==> src/rtl/pnm_pkg.sv <==
// Package for the propensity nearest-match block.
// Holds the request and result structs, the group codes and the types that
// travel along the chain of matching cells. Depends on nothing.
package pnm_pkg;

    localparam int SCORE_W_MAX = 32;
    localparam int IDX_W       = 6;

    localparam logic [1:0] GRP_CONTROL = 2'd0;
    localparam logic [1:0] GRP_TREATED = 2'd1;

    typedef struct packed {
        logic [15:0] score;
        logic [1:0]  group;
        logic        last_sample;
    } t_sample;

    typedef struct packed {
        logic [IDX_W-1:0] treated_index;
        logic [IDX_W-1:0] control_index;
        logic             pair_valid;
        logic [IDX_W-1:0] pair_count;
        logic             end_of_run;
        logic             overflow;
    } t_result;

    // One stored sample on its way along the feed line.
    typedef struct packed {
        logic [SCORE_W_MAX-1:0] score;
        logic [1:0]             group;
    } t_feed;

    // One treated query and its best control so far.
    typedef struct packed {
        logic [SCORE_W_MAX-1:0] score;
        logic [IDX_W-1:0]       treated_index;
        logic                   valid;
        logic                   found;
        logic [SCORE_W_MAX-1:0] best_gap;
        logic [IDX_W-1:0]       best_index;
    } t_query;

endpackage

==> src/rtl/pnm_cell.sv <==
// One cell of the matching chain: stores one sample, passes the feed line
// toward cell zero and refines the passing query against its own sample.
// Depends on pnm_pkg.
module pnm_cell #(
    parameter int SCORE_BITS = 16,
    parameter int CNT_W      = 7,
    parameter int CELL_IDX   = 0
) (
    input  logic                 i_clk,
    input  logic                 i_rst_n,
    input  logic                 i_wr_en,
    input  logic [SCORE_BITS-1:0] i_wr_score,
    input  logic [1:0]           i_wr_group,
    input  logic                 i_feed_load,
    input  logic                 i_feed_shift,
    input  pnm_pkg::t_feed       i_feed_next,
    output pnm_pkg::t_feed       o_feed,
    input  logic [CNT_W-1:0]     i_count,
    input  pnm_pkg::t_query      i_query,
    output pnm_pkg::t_query      o_query
);
    import pnm_pkg::*;

    logic [SCORE_BITS-1:0] r_score;
    logic [1:0]            r_group;
    t_feed                 r_feed;
    t_query                r_query;
    t_query                n_query;
    logic [SCORE_BITS-1:0] w_qscore;
    logic [SCORE_BITS-1:0] w_dist;
    logic                  w_active;

    always_ff @(posedge i_clk) begin
        if (i_wr_en) begin
            r_score <= i_wr_score;
            r_group <= i_wr_group;
        end
        if (i_feed_load) begin
            r_feed.score <= SCORE_W_MAX'(r_score);
            r_feed.group <= r_group;
        end else if (i_feed_shift) begin
            r_feed <= i_feed_next;
        end
    end

    assign o_feed   = r_feed;
    assign w_qscore = i_query.score[SCORE_BITS-1:0];
    assign w_dist   = (w_qscore >= r_score) ? (w_qscore - r_score) : (r_score - w_qscore);
    // Only occupied cells holding a control sample take part.
    assign w_active = (CNT_W'(CELL_IDX) < i_count) && (r_group == GRP_CONTROL);

    always_comb begin
        n_query = i_query;
        // Strict less-than keeps the lowest index on a tie.
        if (i_query.valid && w_active &&
            (!i_query.found || (w_dist < i_query.best_gap[SCORE_BITS-1:0]))) begin
            n_query.found      = 1'b1;
            n_query.best_gap   = SCORE_W_MAX'(w_dist);
            n_query.best_index = IDX_W'(CELL_IDX);
        end
    end

    always_ff @(posedge i_clk) begin
        if (!i_rst_n) begin
            r_query.valid <= 1'b0;
        end else begin
            r_query.valid <= n_query.valid;
        end
        r_query.score         <= n_query.score;
        r_query.treated_index <= n_query.treated_index;
        r_query.found         <= n_query.found;
        r_query.best_gap      <= n_query.best_gap;
        r_query.best_index    <= n_query.best_index;
    end

    assign o_query = r_query;

endmodule

==> config.mk <==
export PLATFORM = sky130hd
export DESIGN_NAME = pnm_cell
export DESIGN_NICKNAME = d
export VERILOG_FILES = /design/src/rtl/pnm_pkg.sv /design/src/rtl/pnm_cell.sv
export SDC_FILE = /design/constraint.sdc
export NUM_CORES = 1
export LEC_CHECK = 0
export BUFFER_PORTS_ARGS = -buffer_cell sky130_fd_sc_hd__clkbuf_2
export CAP_MARGIN = 10
export CORE_MARGIN = 5
export CORE_UTILIZATION = 25
export DETAILED_ROUTE_END_ITERATION = 7
export GPL_TIMING_DRIVEN = 0
export PLACE_DENSITY = 0.53
export SLEW_MARGIN = 20
export SYNTH_ARGS = -nofsm -noshare
export SYNTH_HDL_FRONTEND = slang
export SYNTH_SLANG_ARGS = --single-unit
==> constraint.sdc <==
create_clock -name i_clk -period 5.2 [get_ports i_clk]
set_clock_uncertainty 0.2 [all_clocks]
set_input_delay 0.26 -clock i_clk [delete_from_list [all_inputs] [get_ports i_clk]]
set_output_delay 0.26 -clock i_clk [all_outputs]
set_load 0.005 [all_outputs]
==> Yosys cells after proc, flatten, opt, wreduce, memory -nomap -nowiden <==
Index checks and enable logic that the tools add are counted.
{ "word_totals": {"regBits": 130, "inputBits": 142, "output_inout_bits": 112} }
{ "op_classes": {"reduce_logical": 7, "order_cmp": 3, "add_sub_neg": 2, "mux": 4} }
{ "ops": {"columns": ["op", "n"], "rows": [
  ["18-bit 2-to-1 mux", 2],
  ["16-bit subtractor", 2],
  ["22-bit 2-to-1 mux", 1],
  ["16-bit greater-or-equal comparator", 1],
  ["16-bit < comparator", 1],
  ["16-bit 2-to-1 mux", 1],
  ["1-bit by 7-bit < comparator with 1-bit output, first input constant", 1],
  ["1-bit logical AND", 3],
  ["2-bit logical NOT", 1],
  ["2-bit nonzero test", 1],
  ["1-bit logical NOT", 1],
  ["1-bit logical OR", 1]
]} }

==> Logic depth before layout (Yosys ltp) <==
Gate-level depths: netlist of the first run.
{ "logic_depth": {"word_depth": 6, "depth_mapped": 23, "mapped_depth_nobuf": 21} }

==> Worst setup path after synthesis of the first run <==
Ideal clock, no wire load.
{ "synth_path": {"path_type": "flip-flop to flip-flop", "startpoint": "register r_score[0]", "endpoint": "register r_query, in the netlist o_query[16]", "stages_incl_launch_ff": 22, "arrival_ns": 4.292, "setup_time_ns": 0.121, "path_slack_ns": 0.588, "required_ns": 4.879, "cell_sequence": "edfxtp_1 > ha_1 > inv_1 > fa_1 > nand3_1 > nand4_1 > and3_1 > o311a_1 > o221a_2 > a2111oi_4 > o21a_1 > nor2_1 > ha_1 > a21o_1 > a21oi_1 > nor2b_1 > o21ai_0 > and3_1 > o21a_1 > clkbuf_1 > buf_1 > mux2_2"} }
{ "synth_lines": {"columns": ["item", "line_no", "rtl"], "rows": [
  ["start: declaration", "pnm_cell.sv:24", "logic [SCORE_BITS-1:0] r_score;"],
  ["start signal: assignment", "pnm_cell.sv:35", "r_score <= i_wr_score;"],
  ["end: declaration", "pnm_cell.sv:27", "t_query r_query;"]
]} }

==> results.md, run 1 <==
- Post-synth EDFFs: 36
- Mean post-synth cell area: 11.1 µm²
- Peak VDD IR: 0.000165 V
- Leak: 0.00452 µW
- Initial antenna violation count: 0
- Drt via density: 4.14
- Min-Delay Endpoint: o_query[6]
- TritonCTS clock tree: built
- Worst Max-Slew Pin Slew: 0.671 ns
- Via count: 5,176
- Starting Density: 0.255
- First-pass GRT wire length: 28,800 µm
- Die height: 162 µm
- Seq/Total Area, Yosys: 0.510
- CTS Buffer Depth: 2
- Pwr/cell area: 320 nW/µm²
- Critical Path End Type: flip-flop
- Dpl cell area: 7460 µm²
- Max-slew headroom: 0.552
- Main synth FF type: dfxtp_1
- Routed Antenna Nets: 0
- Pins Over Slew Limit: 0
- Largest net degree at the start of global routing: 19
- Gr busiest metal: met2
- Post-synthesis async set-or-reset flop share: 0
- Met3 Usage GRT: 0.0309
- CTS Buf Count: 17
- Yosys reg bits: 130
- Core Rows: 55
- Core ar.: 22,800 µm²
- Fin crit period: 4.94 ns
- Final GP Congestion: 0.812
- # setup viols final: 0
- Max Cap Viol: 0
- Clk sink count: 130
- Hold Startpoint: i_query[46]
- Dpl hpwl: 13,900 µm
- Hold Slack: 0.142 ns
- Syn_nets: 715
- DRC: 0
- Setup Slack @ Placement: -0.282 ns
- IO Pins: 254
- First-pass DRT Iterations: 4
- Total grt overflow: 0
- # H-tree levels: 4
- Routed wire per std cell: 14.9 µm
- FF-to-FF End: o_query[19]
- Critical path class: in2reg
- Hold Violations, Final: 0
- Data arrival, critical path: 5.04 ns
- Buffer count from post-CTS setup fixing: 0
- Status: finished clean
- Final period util: 0.951
- Synth cell types: 60
- WP data required: 5.30 ns
- Die ar.: 26,400 µm²
- Cells on Worst Hold Path: 4
- Clock Latency Late Sink: 0.42 ns
- Antenna cells: 0
- Clock slew at reported path FFs: 0.06 ns
- Final setup margin: 0.257 ns
- I/O Buffers: 251
- Cell Count, Final, Fillers Out: 1,251
- RR Startpoint: r_score[0]
- GR Util met1: 0.175
- Fill count: 2,218
- Root buf cell: clkbuf_16
- Reg2Reg Depth: 19
- Worst hold path class: in2reg
- CP Launch Type: primary input
- Layout cell share with drive strength beyond 1: 0.358
- Timing-limited maximum frequency: 202 MHz
- WL final: 18,700 µm
- Syn Std Cell Area: 5810 µm²
- Inst Count DP: 1,089
- Synth Warn #: 0
- GRT Overall Usage: 0.141
- Largest fanout on the critical path: 10
- GR Util met2: 0.244
- Reg2reg setup slack: 0.27 ns
- Die X: 162 µm
- Vias in the first global route: 5,356
- Area Growth Syn to Fin: 60.7%
- Final Net Count: 1,115
- DRT iter0 DRCs: 160
- Design area: 9340 µm²
- RSZ-0062 raised after global routing: yes
- Synthesized instance count: 525
[per-layer routing]
| layer | share of wire | vias up | wire (µm) |
|---|---|---|---|
| met1 | 0.44 | 2399 | 8270 |
| met3 | 0.044 | 15 | 829 |
| met2 | 0.50 | 136 | 9390 |
| met4 | 0.011 | 0 | 212 |
| met5 | 0 | - | 0 |
| li1 | - | 2626 | - |
[Yosys cell counts (all sizes together) (2+ instances only)]
cell type,n,share of area
and3,5,0.0054
xor2,6,0.0090
o21bai,3,0.0039
or4,2,0.0026
nor4,2,0.0022
o21a,4,0.0052
nand2,21,0.014
inv,54,0.035
or2,3,0.0032
and4,3,0.0045
xnor2,7,0.011
nand2b,2,0.0022
a31oi,5,0.0080
nor2b,4,0.0043
ha,46,0.099
nand3b,2,0.0026
mux2i,20,0.034
fa,2,0.0069
nor3,5,0.0043
o21ai,18,0.016
buf,12,0.011
o31a,3,0.0045
nor2,32,0.021
a21oi,27,0.026
o31ai,5,0.0073
a2111oi,2,0.0062
nand3,5,0.0043
a211oi,2,0.0026
nand4,3,0.0032
and2,25,0.027
edfxtp,36,0.19
dfxtp,94,0.32
clkbuf,8,0.0052
a21o,10,0.013
mux2,31,0.060
[worst max-delay path: stages]
cell and delay, ns:
dlygate4sd3_1 0.53, clkbuf_2 0.13, inv_1 0.05, ha_1 0.27
buf_2 0.17, a21oi_2 0.20, o21ai_1 0.14, a21o_1 0.23
a31oi_4 0.26, mux2_2 0.38, a311o_1 0.28, xor2_1 0.25
ha_1 0.31, a21o_1 0.17, a21oi_1 0.14, nor2b_1 0.06
o21ai_0 0.12, and3_1 0.20, o21a_2 0.27, clkbuf_4 0.27
mux2_2 0.35
[layout make-up]
| type | instances | area, µm² | share of cell area |
|---|---|---|---|
| plain buffers | 19 | 95.1 | 0.0102 |
| clock buffers | 18 | 450 | 0.0483 |
| clock inverters | 14 | 116 | 0.0125 |
| inverters | 54 | 203 | 0.0217 |
| multi-input cells | 321 | 2550 | 0.273 |
| flip-flops and latches | 130 | 2960 | 0.317 |
| well taps | 313 | 392 | 0.0420 |
| repair buffers | 382 | 2570 | 0.275 |
[worst max path at each step]
| stage | from | endpoint | slack [ns] |
|---|---|---|---|
| floorplan | r_score[0] | o_query[16] | 0.59 |
| finish | i_query[55] | o_query[19] | 0.26 |
| detailed placement | i_query[46] | o_query[20] | -0.28 |
| CTS | i_query[59] | o_query[20] | 0.02 |
| global placement | i_query[46] | o_query[16] | -0.39 |
| global route | i_query[59] | o_query[18] | -0.12 |
[state kept, by name, summed over array words and instances, names as in the netlist]
signal and count:
o_feed 34, o_query 78, r_score 16, r_group 2
[timing repair]
item / CTS / global route
endpoints found under the hold margin: 130 / 0
pin swaps: 0 / 0
hold buffers: 131 / 0
resized for setup: 2 / 2
endpoints found under the setup margin: 15 / 16
gates cloned: 0 / 0
[kinds of logic (layout without fill, tap and decap cells)]
family,after synthesis,in the layout,share of synthesized area
AO/OA/AOI/OAI,93,93,0.116
buffers and inverters,74,487,0.0513
AND/OR/NAND/NOR,116,116,0.103
flip-flops,130,130,0.510
multiplexers,51,51,0.0946
adder cells (fa/ha/maj),48,48,0.106
XOR/XNOR,13,13,0.0196
[cells in the final DEF, fill, tap and decap left out, types with 3 or more instances in the layout]
cell,n
o21ai_0,16
nand4_1,3
nand3_1,5
and3_1,5
clkbuf_16,18
mux2_2,31
nand2_1,21
buf_2,7
a21oi_1,24
o21bai_1,3
clkbuf_2,251
o31ai_1,4
and2_1,25
a31oi_1,4
xnor2_1,7
dlygate4sd3_1,131
edfxtp_1,36
ha_1,46
o31a_1,3
a21o_1,10
and4_1,3
inv_1,54
clkbuf_1,7
o21a_1,3
nor2b_1,4
mux2i_1,20
or2_2,3
nor2_1,32
inv_6,7
dfxtp_1,94
xor2_1,6
nor3_1,5
[power breakdown]
part | switching [µW] | internal, µW | leakage [µW]
sequential | 29.2 | 1130 | 0.00115
combinational | 338 | 338 | 0.00309
clock | 506 | 655 | 0.000282
[per-stage QoR]
stage	utilization	setup TNS, ns	total power [µW]
floorplan	-	0	1530
global placement	0.327	-2.04	1770
detailed placement	0.327	-1.51	1770
CTS	0.410	0	3040
global route	0.410	-1.09	3180
finish	0.410	0	2990
No activity file was read; power rests on OpenSTA's default activity.
==> run 2: changes to the inputs <==
Settings changed: CELL_PAD_IN_SITES_DETAIL_PLACEMENT from default to 1, CELL_PAD_IN_SITES_GLOBAL_PLACEMENT from default to 1, GPL_ROUTABILITY_DRIVEN from default to 0, PLACE_DENSITY 0.53 to 0.65, SLEW_MARGIN 20 to default.
==> results.md, run 2 (synthesis gave the netlist of run 1 again) <==
- Status: finished clean
- CP Launch Type: primary input
- Data arrival, critical path: 4.92 ns
- I/O Buffers: 251
- Final period util: 0.927
- Largest net degree at the start of global routing: 19
- Fin crit period: 4.82 ns
- IO Pins: 254
- CTS Buffer Depth: 2
- Critical Path End Type: flip-flop
- Clk sink count: 130
- Via count: 5,298
- Timing-limited maximum frequency: 207 MHz
- Routed Antenna Nets: 0
- Die ar.: 26,400 µm²
- Max stage delay on crit path: 0.52 ns
- Register area: 2960 µm²
- First-pass DRT Iterations: 4
- Max reg flops: 78
- Die X: 162 µm
- Clock slew at reported path FFs: 0.06 ns
- Final Net Count: 1,116
- First-pass GRT wire length: 30,400 µm
- Max-slew headroom: 0.538
- Core ar.: 22,800 µm²
- Hold Violations, Final: 0
- Antenna cells: 0
- TritonCTS clock tree: built
- DRT iter0 DRCs: 103
- Commonest non-fill, non-tap cell in the layout: clkbuf_2
- Worst Max-Slew Pin Slew: 0.693 ns
- Pwr/cell area: 322 nW/µm²
- Initial antenna violation count: 0
- Cell Count, Final, Fillers Out: 1,252
- Routed wire per std cell: 15.4 µm
- Drt via density: 4.23
- Dpl hpwl: 13,800 µm
- Area occupied by multi-input gates: 2560 µm²
- Fill count: 2,575
- Leak: 0.00453 µW
- DRC: 0
- Die height: 162 µm
- Critical path class: in2reg
- Vias in the first global route: 5,901
- Root buf cell: clkbuf_16
- WP data required: 5.30 ns
- Total grt overflow: 0
- Crit-path cells: dlygate4sd3_1, clkbuf_2, inv_1, ha_1, buf_2, a21oi_2, nand4_1, a21bo_1, a31oi_4, buf_4, buf_6, nand3b_1, o31ai_1, xnor2_1, ha_1, a21o_1, a31oi_1, o21ai_0, a31oi_1, o21a_2, clkbuf_4, mux2_2
- Post-route setup TNS: 0 ns
- Core Rows: 55
- Largest fanout on the critical path: 10
- CTS Buf Count: 17
- RSZ-0062 raised after global routing: no
- # setup viols final: 0
- GRT Overall Usage: 0.145
- WL final: 19,200 µm
- Peak VDD IR: 0.000194 V
- Inst Count DP: 1,089
- Layout cell share with drive strength beyond 1: 0.360
- Worst hold path class: in2reg
- Area Growth Syn to Fin: 61.5%
- Max Cap Viol: 0
- Commonest non-fill, non-tap cells in the layout: clkbuf_2, dlygate4sd3_1, dfxtp_1
- # H-tree levels: 4
- Pins Over Slew Limit: 0
- Starting Density: 0.255
- Clock Latency Late Sink: 0.41 ns
- Crit-path slowest cell: dlygate4sd3_1
run 2: cell count changes in the layout (fill, tap and decap cells not counted):
cell,delta
buf_4,+1
clkbuf_16,+2
clkbuf_2,+1
clkbuf_8,+2
clkinv_2,-1
clkinv_4,+2
clkinvlp_4,+2
inv_4,+1
inv_6,-7
inv_8,-2
xor2_1,-1
xor2_2,+1
run 2: worst max-delay path, delay by kind of cell:
kind | cells | cell delay (ns)
XOR/XNOR | 1 | 0.23
buffers and inverters | 7 | 1.53
multiplexers | 1 | 0.35
adder cells (fa/ha/maj) | 2 | 0.60
AO/OA/AOI/OAI | 9 | 1.68
AND/OR/NAND/NOR | 2 | 0.26
run 2: per-stage QoR:
| step | area (µm²) | hold slack (ns) | utilization | setup slack [ns] | power (µW) |
|---|---|---|---|---|---|
| floorplan | 5810 | 0.0877 | - | 0.588 | 1530 |
| global placement | 7460 | 0.162 | 0.327 | -0.247 | 1760 |
| detailed placement | 7460 | 0.164 | 0.327 | -0.232 | 1780 |
| CTS | 9360 | 0.146 | 0.411 | 0.00820 | 3060 |
| global route | 9380 | 0.182 | 0.412 | 0.0127 | 3210 |
| finish | 9380 | 0.154 | 0.412 | 0.378 | 3020 |
run 2: final timing paths:
check	end	slack (ns)	cells after the start	startpoint
worst min-delay path	o_query[6]	0.15	4	i_query[46]
worst min register to register	o_feed[30]	0.30	2	o_feed[30]
worst max register to register	o_query[16]	0.42	19	r_score[5]
worst max-delay path	o_query[16]	0.38	22	i_query[49]
run 2: where the power goes:
group | switching (µW) | internal, µW | leakage, µW
registers | 30.7 | 1130 | 0.00115
clock network | 465 | 723 | 0.000288
logic | 337 | 339 | 0.00310
run 2: area by class of cell:
type | instances | share of cell area
multi-input cells | 321 | 0.272
plain buffers | 19 | 0.0103
repair buffers | 383 | 0.274
clock buffers | 23 | 0.0567
flip-flops and latches | 130 | 0.316
well taps | 313 | 0.0417
inverters | 54 | 0.0216
clock inverters | 9 | 0.00707
run 2: what timing repair did:
action / 4_1_cts / 5_1_grt
hold buffers: 131 / 0
endpoints found under the setup margin: 7 / 31
pin swaps: 0 / 1
setup buffers: 0 / 1
hold endpoints to repair: 130 / 0
resized for setup: 1 / 6
run 2: layer usage:
metal | routed length, µm | GRT usage
met2 | 9260 | 0.251
met3 | 1420 | 0.0501
met5 | 0 | 0
met1 | 8350 | 0.172
met4 | 220 | 0.0342
==> run 3: changes to the inputs <==
Settings changed: CELL_PAD_IN_SITES_GLOBAL_PLACEMENT 1 to 2, PLACE_DENSITY 0.65 to 0.77.
==> results.md, run 3 (synthesis gave the netlist of run 1 again) <==
- Data arrival, critical path: 5.00 ns
- Initial antenna violation count: 0
- Comb power frac: 0.224
- Area Growth Syn to Fin: 61.7%
- RSZ-0062 raised after global routing: yes
- Fin crit period: 4.89 ns
- Pint: 2120 µW
- CP endpoint: o_query[17]
- GRT Overall Usage: 0.152
- Crit path from: i_query[46]
- Timing-limited maximum frequency: 204 MHz
- Worst Max-Slew Pin Slew: 0.781 ns
- Routed wire per std cell: 16.1 µm
- Core Rows: 55
- Cell Count, Final, Fillers Out: 1,251
- DRC: 0
- Via count: 5,347
- CP Launch Type: primary input
- Inst Count DP: 1,089
- Leak: 0.00454 µW
- Reg2reg setup slack: 0.41 ns
- Clock network power share: 0.399
- WP data required: 5.31 ns
- WL final: 20,200 µm
- Root buf cell: clkbuf_16
- IO Pins: 254
- Critical path class: in2reg
- Hold Violations, Final: 0
- Switch Pwr: 944 µW
- First-pass DRT Iterations: 4
- Pins Over Slew Limit: 0
- Die X: 162 µm
- Sw frac: 0.308
- Final setup margin: 0.306 ns
- Max-slew headroom: 0.479
- Starting Density: 0.255
- Vias in the first global route: 6,002
- Drt via density: 4.27
- Routed Antenna Nets: 0
- CTS Buf Count: 17
- CTS Buffer Depth: 2
- Peak VDD IR: 0.000185 V
- Largest fanout on the critical path: 10
- I/O Buffers: 251
- Critical Path End Type: flip-flop
- Total grt overflow: 0
- TritonCTS clock tree: built
- Clock slew at reported path FFs: 0.07 ns
- Setup Slack @ Placement: -0.308 ns
- Max Cap Viol: 0
- Max reg flops: 78
- Antenna cells: 0
- FF-to-FF End: o_query[17]
- Sequential power share: 0.377
- DRT iter0 DRCs: 117
- First-pass GRT wire length: 31,300 µm
- Die ar.: 26,400 µm²
- Fill count: 2,605
- RR Startpoint: r_score[11]
- # setup viols final: 0
- Clock Latency Late Sink: 0.43 ns
- # H-tree levels: 4
- Dpl hpwl: 14,500 µm
- Buffer count from post-CTS setup fixing: 0
- Status: finished clean
- Largest net degree at the start of global routing: 19
- Pwr/cell area: 326 nW/µm²
- Final Net Count: 1,115
- Layout cell share with drive strength beyond 1: 0.362
- Die height: 162 µm
- Commonest non-fill, non-tap cells in the layout: clkbuf_2, dlygate4sd3_1, dfxtp_1
- Reg2Reg Depth: 19
- Core ar.: 22,800 µm²
- Clk sink count: 130
- Final period util: 0.941
- Worst hold path class: in2reg
- Commonest non-fill, non-tap cell in the layout: clkbuf_2
## run 3: changes by cell type in the layout (fill, tap and decap cells not counted), moves of 2 or more
cell and delta:
inv_6 +5, inv_8 +4, clkbuf_16 -3, clkinv_4 -3, clkinv_8 +3, clkinvlp_4 -3, clkbuf_1 -2, clkbuf_8 -2
inv_12 +2
## run 3: what timing repair did
action                                 4_1_cts  5_1_grt
pin swaps                                    0        2
endpoints found under the hold margin      130        0
resized for setup                            2       11
hold buffers                               131        0
setup endpoints to repair                    7       26
cloned                                       0        0
## run 3: worst min-delay path by stage
stage | from | to | depth (start not counted)
2_1_floorplan | i_query[40] | o_query[40] | 0
3_3_place_gp | i_query[71] | o_query[71] | 1
3_5_place_dp | i_query[42] | o_query[42] | 1
4_1_cts | i_feed_shift | o_feed[22] | 3
5_1_grt | i_query[39] | o_query[38] | 3
6_report | i_feed_shift | o_feed[18] | 3
## run 3: stage by stage
step / util / hold WS [ns] / setup TNS (ns) / instance area (µm²) / power (µW)
detailed placement: 0.327 / 0.164 / -1.47 / 7460 / 1780
finish: 0.412 / 0.182 / 0 / 9390 / 3070
floorplan: - / 0.0877 / 0 / 5810 / 1530
global placement: 0.327 / 0.162 / -2.02 / 7460 / 1770
global route: 0.412 / 0.191 / -0.00907 / 9390 / 3250
CTS: 0.411 / 0.180 / 0 / 9370 / 3110
## run 3: critical path: stages
cell	delay, ns
dlygate4sd3_1	0.54
clkbuf_2	0.13
inv_1	0.06
ha_1	0.16
inv_1	0.05
fa_1	0.38
nand3_1	0.13
nand4_1	0.13
and3_1	0.19
o311a_1	0.35
o221a_2	0.30
a2111oi_4	0.36
o21a_1	0.25
nor2_1	0.08
ha_1	0.20
a21o_1	0.17
a21oi_1	0.13
nor2b_1	0.05
o21ai_0	0.12
and3_1	0.23
o21a_4	0.23
buf_6	0.17
mux2_2	0.34
## run 3: cell type report
class	instances	area, µm²	share of cell area
flip-flops and latches	130	2960	0.315
repair buffers	382	2570	0.273
multi-input cells	321	2570	0.273
clock buffers	17	425	0.0453
well taps	313	392	0.0417
inverters	54	203	0.0216
clock inverters	15	176	0.0188
plain buffers	19	101	0.0108
## run 3: per-layer routing
layer,global-route usage,up-vias,part of all wire
met5,0,-,0
met4,0.0557,0,0.023
met3,0.0402,32,0.059
met2,0.274,173,0.51
met1,0.172,2517,0.41
li1,-,2625,-
## run 3: power groups by stage
| stage | logic, µW | clock network (µW) | registers (µW) |
|---|---|---|---|
| after CTS | 689 | 1270 | 1160 |
| after detailed placement | 603 | 0 | 1180 |
| after global placement | 596 | 0 | 1170 |
| after floorplan | 350 | 0 | 1180 |
| after global routing | 772 | 1310 | 1160 |
| final | 685 | 1220 | 1160 |
